## config.mk

```make
export PLATFORM = sky130hd
export DESIGN_NAME = ftvm_ctrl
export DESIGN_NICKNAME = d
export VERILOG_FILES = /design/src/sv/four_channel_tracker_voice_mixer_top_assert.svh /design/src/sv/ftvm_pkg.sv /design/src/sv/ftvm_ctrl.sv
export SDC_FILE = /design/constraint.sdc
export NUM_CORES = 1
export LEC_CHECK = 0
export BUFFER_PORTS_ARGS = -buffer_cell sky130_fd_sc_hd__buf_2
export CAP_MARGIN = 10
export CORE_MARGIN = 2
export CORE_UTILIZATION = 30
export DETAILED_ROUTE_END_ITERATION = 16
export PLACE_DENSITY = 0.63
export SLEW_MARGIN = 25
export SYNTH_ARGS = -nofsm -noshare
export SYNTH_HDL_FRONTEND = slang
export SYNTH_SLANG_ARGS = --single-unit
```

## constraint.sdc

```tcl
create_clock -name clk -period 1.64 [get_ports clk]
set_input_delay 0.082 -clock clk [delete_from_list [all_inputs] [get_ports clk]]
set_output_delay 0.082 -clock clk [all_outputs]
set_load 0.02 [all_outputs]
```

## src/sv/four_channel_tracker_voice_mixer_top_assert.svh

```systemverilog
// assertion macros for the tracker voice mixer
`ifndef FOUR_CHANNEL_TRACKER_VOICE_MIXER_TOP_ASSERT_SVH
`define FOUR_CHANNEL_TRACKER_VOICE_MIXER_TOP_ASSERT_SVH
`ifndef SYNTHESIS
`define FTVM_ASSERT_IMM(label, clk, rst_n, ante, cons) \
	label: assert property (@(posedge clk) disable iff (!rst_n) (ante) |-> (cons)) \
		else $error("tracker mixer assertion failed");
`define FTVM_ASSERT_NEXT(label, clk, rst_n, ante, cons) \
	label: assert property (@(posedge clk) disable iff (!rst_n) (ante) |=> (cons)) \
		else $error("tracker mixer assertion failed");
`else
`define FTVM_ASSERT_IMM(label, clk, rst_n, ante, cons)
`define FTVM_ASSERT_NEXT(label, clk, rst_n, ante, cons)
`endif
`endif

```

## src/sv/ftvm_pkg.sv

```systemverilog
package ftvm_pkg;

	localparam int unsigned SAMPLE_MEMORY_DEPTH_DEF = 131072;
	localparam int unsigned VOICES_DEF = 4;
	localparam int unsigned PHASE_FRACTION_BITS_DEF = 16;

	localparam longint unsigned PAULA_CLOCK = 64'd14317456;
	localparam longint unsigned RATE_DIVISOR = 64'd176400;

	localparam logic [11:0] PERIOD_MIN = 12'd113;
	localparam logic [11:0] PERIOD_MAX = 12'd856;
	localparam logic [6:0] VOLUME_MAX = 7'd64;

	localparam logic [1:0] OP_LOAD = 2'd0;
	localparam logic [1:0] OP_ROW = 2'd1;
	localparam logic [1:0] OP_TICK = 2'd2;
	localparam logic [1:0] OP_MIX = 2'd3;

	localparam logic [3:0] EFF_SLIDE_UP = 4'd1;
	localparam logic [3:0] EFF_SLIDE_DOWN = 4'd2;
	localparam logic [3:0] EFF_TONE_PORTA = 4'd3;
	localparam logic [3:0] EFF_PORTA_VOL = 4'd5;
	localparam logic [3:0] EFF_OFFSET = 4'd9;
	localparam logic [3:0] EFF_VOL_SLIDE = 4'd10;
	localparam logic [3:0] EFF_SET_VOL = 4'd12;

	typedef struct packed {
		logic [1:0] opcode;
		logic [1:0] channel;
		logic [16:0] address;
		logic signed [7:0] data_byte;
		logic [11:0] period;
		logic new_instrument;
		logic [16:0] sample_length;
		logic [16:0] loop_start;
		logic [16:0] loop_length;
		logic [6:0] instrument_volume;
		logic [3:0] effect;
		logic [7:0] argument;
	} in_item_t;

	typedef struct packed {
		logic signed [14:0] mixed_sample;
		logic [3:0] active_voices;
	} out_item_t;

	typedef struct packed {
		logic accept;
		logic mix_start;
		logic voice_eval;
		logic div_step;
		logic voice_done;
		logic out_load;
	} ctrl_cmd_t;

	typedef struct packed {
		logic voice_live;
		logic div_done;
		logic last_voice;
		logic out_free;
	} dp_status_t;

endpackage

```

## src/sv/ftvm_ctrl.sv

```systemverilog
module ftvm_ctrl
	import ftvm_pkg::*;
(
	input logic clk,
	input logic arst_n,
	input logic in_valid,
	input logic [1:0] opcode,
	output logic in_ready,
	input dp_status_t st,
	output ctrl_cmd_t cmd
);
	typedef enum logic [4:0] {
		S_IDLE = 5'b00001,
		S_EVAL = 5'b00010,
		S_DIV = 5'b00100,
		S_ACC = 5'b01000,
		S_OUT = 5'b10000
	} state_t;

	state_t state_q, state_d;

	always_comb begin
		in_ready = (state_q == S_IDLE);
		cmd.accept = in_valid && in_ready;
		cmd.mix_start = cmd.accept && (opcode == OP_MIX);
		cmd.voice_eval = (state_q == S_EVAL);
		cmd.div_step = (state_q == S_DIV);
		cmd.voice_done = (state_q == S_ACC);
		cmd.out_load = (state_q == S_OUT) && st.out_free;
	end

	always_comb begin
		state_d = state_q;
		case (state_q)
			S_IDLE: begin
				if (cmd.mix_start) state_d = S_EVAL;
			end
			S_EVAL: begin
				state_d = st.voice_live ? S_DIV : S_ACC;
			end
			S_DIV: begin
				if (st.div_done) state_d = S_ACC;
			end
			S_ACC: begin
				state_d = st.last_voice ? S_OUT : S_EVAL;
			end
			S_OUT: begin
				if (st.out_free) state_d = S_IDLE;
			end
			default: begin
				state_d = S_IDLE;
			end
		endcase
	end

	always_ff @(posedge clk or negedge arst_n) begin
		if (!arst_n) begin
			state_q <= S_IDLE;
		end else begin
			state_q <= state_d;
		end
	end
endmodule

```

==> results of run 1 <==
-- layout make-up --
class | count | area [µm²] | share of cell area
well taps | 15 | 18.8 | 0.0351
repair buffers | 17 | 92.6 | 0.173
multi-input cells | 33 | 258 | 0.482
inverters | 3 | 11.3 | 0.0211
clock buffers | 4 | 26.3 | 0.0492
flip-flops and latches | 5 | 128 | 0.239
-- repair_timing --
| item | CTS | global route |
|---|---|---|
| gates resized for setup | 0 | 2 |
| endpoints found under the setup margin | 0 | 2 |
| hold endpoints to repair | 5 | 0 |
| hold buffers | 1 | 0 |
-- where the power goes --
group | switching, mW | internal [mW]
registers | 0.0722 | 0.166
logic | 0.215 | 0.191
clock network | 0.0487 | 0.0919
total | 0.336 | 0.448
-- path summary, 6_finish.rpt --
check,startpoint,end,slack [ns],cells after the start
worst max-delay path,state_q[3],cmd[2],0.09,3
worst min-delay path,st[1],state_q[4],0.13,3
worst max register to register,state_q[0],state_q[1],0.28,3
worst min register to register,state_q[2],state_q[4],0.61,2
max in group asynchronous,arst_n,state_q[0],1.25,2
min in group asynchronous,arst_n,state_q[1],0.18,2
-- critical path: stages (launching register included) --
cell and delay, ns:
dfrtp_1 0.44, or3_4 0.43, nor3b_1 0.17, buf_2 0.19
-- cell usage after synthesis --
master    n  area (µm²)
or3_4     2        22.5
o31ai_2   1        12.5
nor4b_2   1        15.0
nor3_1    2        10.0
xor2_1    1        8.76
dfrtp_1   4         100
nor3b_1   3        22.5
a21oi_1   4        20.0
nor4bb_1  1        10.0
nor2_1    5        18.8
nor4b_1   1        8.76
nand3b_1  2        15.0
dfstp_2   1        26.3
inv_1     3        11.3
o211a_1   1        10.0
or3b_4    2        22.5
and2_1    1        6.26
buf_2     3        15.0
o21ai_0   1        5.00
nand4_1   1        6.26
o22ai_4   1        20.0
nand3_1   3        15.0
-- cell families after synthesis --
kind of cell / synth area share
buffers and inverters: 0.0654
and+or+nand+nor: 0.430
DFF: 0.315
AOI/OAI and AO/OA: 0.168
xor gates and xnor gates: 0.0218
-- layer usage --
metal  up-vias  GRT usage
met4         0     0.0500
met2        10      0.214
met3         0     0.0500
met1       174      0.165
met5         -          0
li1        198          -
==> impl_results.md, run 1 <==
* Outcome: finished clean
* Yosys reg bits at 5
* Syn. warnings at 0
* Ports at 16
* Largest net degree at the start of global routing at 11
* Commonest non-fill, non-tap cell in the layout: buf_2
* Die X at 40.6 µm
* Min Tclk post-route at 1.55 ns
* GRT Overall Usage at 0.135
* Min-Delay Path Class: in2reg
* Number of routed nets with antenna violations at 0
* TritonCTS Buffers at 3
* Site row count at 13
* Routed wl met2 at between 300 and 400 µm
* Slew Limit Fails at 0
* CP Launch Type: flop
* DRT iter0 DRCs at 4
* PwrDens at 1470 mW/mm²
* GRT Residual Overflow at 0
* Setup tns final at 0 ns
* CTS Root Buffer Type: clkbuf_4
* Via density per instance at roughly 5.0
* Core Area at 0.00127 mm²
* Metal3 WL at between 40 and 50 µm
* Critical Path AT at 1.46 ns
* Final Non-Filler Cells at 77
* Share of layout cells above drive strength 1 at 0.452
* Max Cap Violations at 0
* Die area at approximately 0.0016 mm²
* Total power at just under 0.8 mW
* Post-Route WL at roughly 850 µm
* H-tree depth at 1
* Dpl cells at 72
* Number of global-route vias before repair at around 340
* Max FFs per register at 5
* Clk sinks at 5
* Residual DRC at 0
* Netlist cell types at 22
* VDD IR-drop max at 549 µV
* Final Hold Viols at 0
* Initial core utilization at 0.317
* Setup Skew at between 0.003 and 0.004 ns
* IO Port Bufs at 15
* Largest Register: state_q
* Syn nets at 53
* Dpl hpwl at around 680 µm
* Number of fill cells at between 100 and 150
* Via count at about 380
* Pre-antenna DRT Iters at 2
* Most frequent cells in the layout: buf_2 (15), nor2_1 (5), a21oi_1 (4)
* Max FO, Critical Path at 8
* Mean Syn Cell Area at 9.13 µm²
* Final WS setup at 0.0931 ns
* CP Capture Type: primary output
* Worst rel slew slack at 0.803
* Pleak at 0.243 nW
* WL per Instance at about 11 µm
* Fin area at around 530 µm²
* Clock slew at reported path FFs at around 0.04 ns
* Final Core Density at 0.421
* Post-synthesis cell area at about 400 µm²
* Final setup vio count at 0
* P&R area growth vs syn at 33.0%
* Hold_ws at between 0.1 and 0.15 ns
* Worst skew pair latency at ~0.24 ns
* CTS tree: yes
* Crit Path Category: reg2out
* Placed cell areas at 488 µm²
* Period utilization at 0.943
* Met1 WL at slightly above 400 µm
* Initial antenna violation count at 0
* Peak Freq at between 600 and 700 MHz
* Setup bufs post-CTS at 0
* CTS Buffer Depth at 2
* First-pass GRT wire length at 1.43 mm
* DIE HEIGHT at 40.6 µm
* Mapped Cells at between 40 and 50
* Unrepaired setup endpoints after global routing: no
* Setup WS pre-CTS at ~0.27 ns
* Worst-margin pin slew at between 0.2 and 0.3 ns
* GPL Wtd Cong at a little over 0.7
* Sequential cell area fraction in the yosys report at 0.315
* Biggest regs: state_q (5)
* CP required at roughly 1.6 ns
* Top Layer Used: met3
* # diodes at 0
* Nets at between 70 and 80
(Power assumes the default switching activity.)
==> run 2, diff against run 1 <==
--- a/config.mk
+++ b/config.mk
@@ -10,7 +10,9 @@
 export CORE_MARGIN = 2
 export CORE_UTILIZATION = 30
 export DETAILED_ROUTE_END_ITERATION = 16
+export HOLD_SLACK_MARGIN = 0.12
 export PLACE_DENSITY = 0.63
+export RECOVER_POWER = 25
 export SLEW_MARGIN = 25
 export SYNTH_ARGS = -nofsm -noshare
 export SYNTH_HDL_FRONTEND = slang
==> run 2 against run 1 <==
  * Setup slack about the same
  * Sequential share of layout area decreased by 0.39 points
  * Routed wire length increased by 0.47%
  * Highest routed layer unchanged
==> impl_results.md, run 2 (synthesized netlist as in run 1, its figures left out) <==
* Outcome: finished clean (unchanged)
* Final setup vio count at 0 (unchanged)
* Max Cap Violations at 0 (unchanged)
* Number of routed nets with antenna violations at 0 (unchanged)
* RR Endpoint: state_q[1] (unchanged)
* Psw at 0.336 mW (about the same)
* Largest net degree at the start of global routing at 11 (unchanged)
* Crit Path Category: reg2out (unchanged)
* CP Launch Type: flop (unchanged)
* Most frequent cells in the layout: buf_2 (14), nor2_1 (5), a21oi_1 (4) (was buf_2 (15), nor2_1 (5), a21oi_1 (4))
* GPL Wtd Cong at 0.724 (unchanged)
* FF-to-FF path depth at 3 (unchanged)
* Site row count at 13 (unchanged)
* VDD IR-drop max at 549 µV (about the same)
* Setup Skew at 0.00360 ns (unchanged)
* First-pass GRT wire length at 1.43 mm (unchanged)
* Pre-antenna DRT Iters at 2 (unchanged)
* CTS tree: yes (unchanged)
* Ports at 16 (unchanged)
* R2r setup slk at 0.28 ns (about the same)
* Number of global-route vias before repair at 341 (unchanged)
* DRT iter0 DRCs at 4 (unchanged)
* Initial core utilization at 0.317 (unchanged)
* Biggest regs: state_q (5) (unchanged)
* Slowest CP cell: dfrtp_1 (unchanged)
* Residual DRC at 0 (unchanged)
* IO Port Bufs at 15 (unchanged)
* Final Hold Viols at 0 (unchanged)
* Fraction of power spent switching nets at 0.428 (about the same)
* Die area at 0.00165 mm² (unchanged)
* Critical path origin: state_q[3] (unchanged)
* GRT Residual Overflow at 0 (unchanged)
* Dpl hpwl at 677 µm (unchanged)
* Initial antenna violation count at 0 (unchanged)
* Via count at 386 (was 382)
* Slew Limit Fails at 0 (unchanged)
* Power share of the clock group at 0.179 (about the same)
* P&R area growth vs syn at 35.2% (was 33.0%)
* Max FFs per register at 5 (unchanged)
* GRT Overall Usage at 0.135 (unchanged)
* Post-Route WL at 849 µm (was 845 µm)
* Period utilization at 0.943 (about the same)
* TritonCTS Buffers at 3 (unchanged)
* WL per Instance at 10.9 µm (was 11.0 µm)
* Commonest non-fill, non-tap cell in the layout: buf_2 (unchanged)
* Min-Delay Path Class: in2reg (unchanged)
* Share of layout cells above drive strength 1 at 0.429 (was 0.452)
* DIE HEIGHT at 40.6 µm (unchanged)
* Clk sinks at 5 (unchanged)
* CP bufs+invs at 1 (unchanged)
* # diodes at 0 (unchanged)
* Cell Int Power at 0.450 mW (was 0.448 mW)
* Critical Path AT at 1.46 ns (about the same)
* Peak Freq at 646 MHz (about the same)
* Crit path cell chain: or3_4 -> nor3b_1 -> buf_2 (unchanged)
* PwrDens at 1450 mW/mm² (was 1470 mW/mm²)
* Unrepaired setup endpoints after global routing: no (unchanged)
* Die X at 40.6 µm (unchanged)
* Clock slew at reported path FFs at 0.04 ns (about the same)
* Worst skew pair latency at 0.24 ns (about the same)
* Pleak at 0.245 nW (was 0.243 nW)
* Nets at 73 (was 72)
* Setup tns final at 0 ns (unchanged)
* Critical path's top delay family: simple AND/OR/NAND/NOR gates (unchanged)
* CP Capture Type: primary output (unchanged)
* Min Tclk post-route at 1.55 ns (about the same)
* Max FO, Critical Path at 8 (unchanged)
* Reg-to-reg startpoint: state_q[0] (unchanged)
* Final Core Density at 0.428 (was 0.421)
* CP required at 1.56 ns (about the same)
* CTS Root Buffer Type: clkbuf_4 (unchanged)
* H-tree depth at 1 (unchanged)
* Crit. path cell count at 3 (unchanged)
* Via density per instance at 4.95 (was 4.96)
* Worst rel slew slack at 0.803 (unchanged)
* Worst-margin pin slew at 0.292 ns (unchanged)
* CTS Buffer Depth at 2 (unchanged)
* Largest Register: state_q (unchanged)
* Flop pwr share at 0.303 (was 0.304)
* Combinational power share at 0.518 (was 0.517)
* Fin area at 543 µm² (was 534 µm²)
* CP Capture Point: cmd[2] (unchanged)
* Placed cell areas at 488 µm² (unchanged)
* Peak per-stage delay on the critical path at 0.44 ns (about the same)
* Core Area at 0.00127 mm² (unchanged)
## run 2: changes by cell type in the layout (fill, tap and decap cells not counted)
cell | before | now
clkbuf_1 | 1 | 2
dlygate4sd3_1 | 1 | 2
buf_2 | 15 | 14
## run 2: area by class of cell
cell class	count	area (µm²)
fillers	137	726
multi-input cells	33	258
flip-flops and latches	5	128
repair buffers	18	101
clock buffers	4	26.3
well taps	15	18.8
inverters	3	11.3
## run 2: worst min-delay path by stage
stage            from    endpoint  cells past startpoint
2_1_floorplan  arst_n  state_q[1]                      0
3_3_place_gp   arst_n  state_q[4]                      1
3_5_place_dp   arst_n  state_q[4]                      1
4_1_cts         st[1]  state_q[4]                      3
5_1_grt         st[1]  state_q[4]                      3
6_report        st[1]  state_q[4]                      3
## run 2: what timing repair did
item / CTS / global route
buffers inserted: 0 / 0
resized for setup: 0 / 2
endpoints found under the hold margin: 6 / 0
hold buffers: 2 / 0
endpoints found under the setup margin: 0 / 2
## run 2: worst min-delay path: cells and delay by family
kind | cells | cell delay [ns]
simple gates | 1 | 0.08
compound gates | 1 | 0.06
buf+inv | 1 | 0.11
## run 2: metal layers
| metal | vias up | share of wire | GRT usage |
|---|---|---|---|
| met1 | 176 | 0.48 | 0.165 |
| met5 | - | 0 | 0 |
| met4 | 0 | 0 | 0.0500 |
| li1 | 200 | - | - |
| met3 | 0 | 0.049 | 0.0500 |
| met2 | 10 | 0.47 | 0.214 |
## run 2: power by group through the flow
stage,logic [mW],registers [mW],clock network [mW]
after global placement,0.394,0.235,0
final,0.407,0.238,0.141
after floorplan,0.366,0.176,0
after global routing,0.451,0.255,0.154
after detailed placement,0.398,0.239,0
after CTS,0.402,0.236,0.147
## run 2: per-stage QoR
stage / setup WS (ns) / cells / power, mW / hold slack, ns
after floorplan: 0.161 / 44 / 0.542 / -0.214
after global routing: 0.0103 / 78 / 0.860 / 0.139
after global placement: 0.319 / 72 / 0.629 / -0.100
final: 0.0931 / 78 / 0.785 / 0.125
after CTS: 0.0548 / 78 / 0.786 / 0.120
after detailed placement: 0.269 / 72 / 0.637 / -0.0980
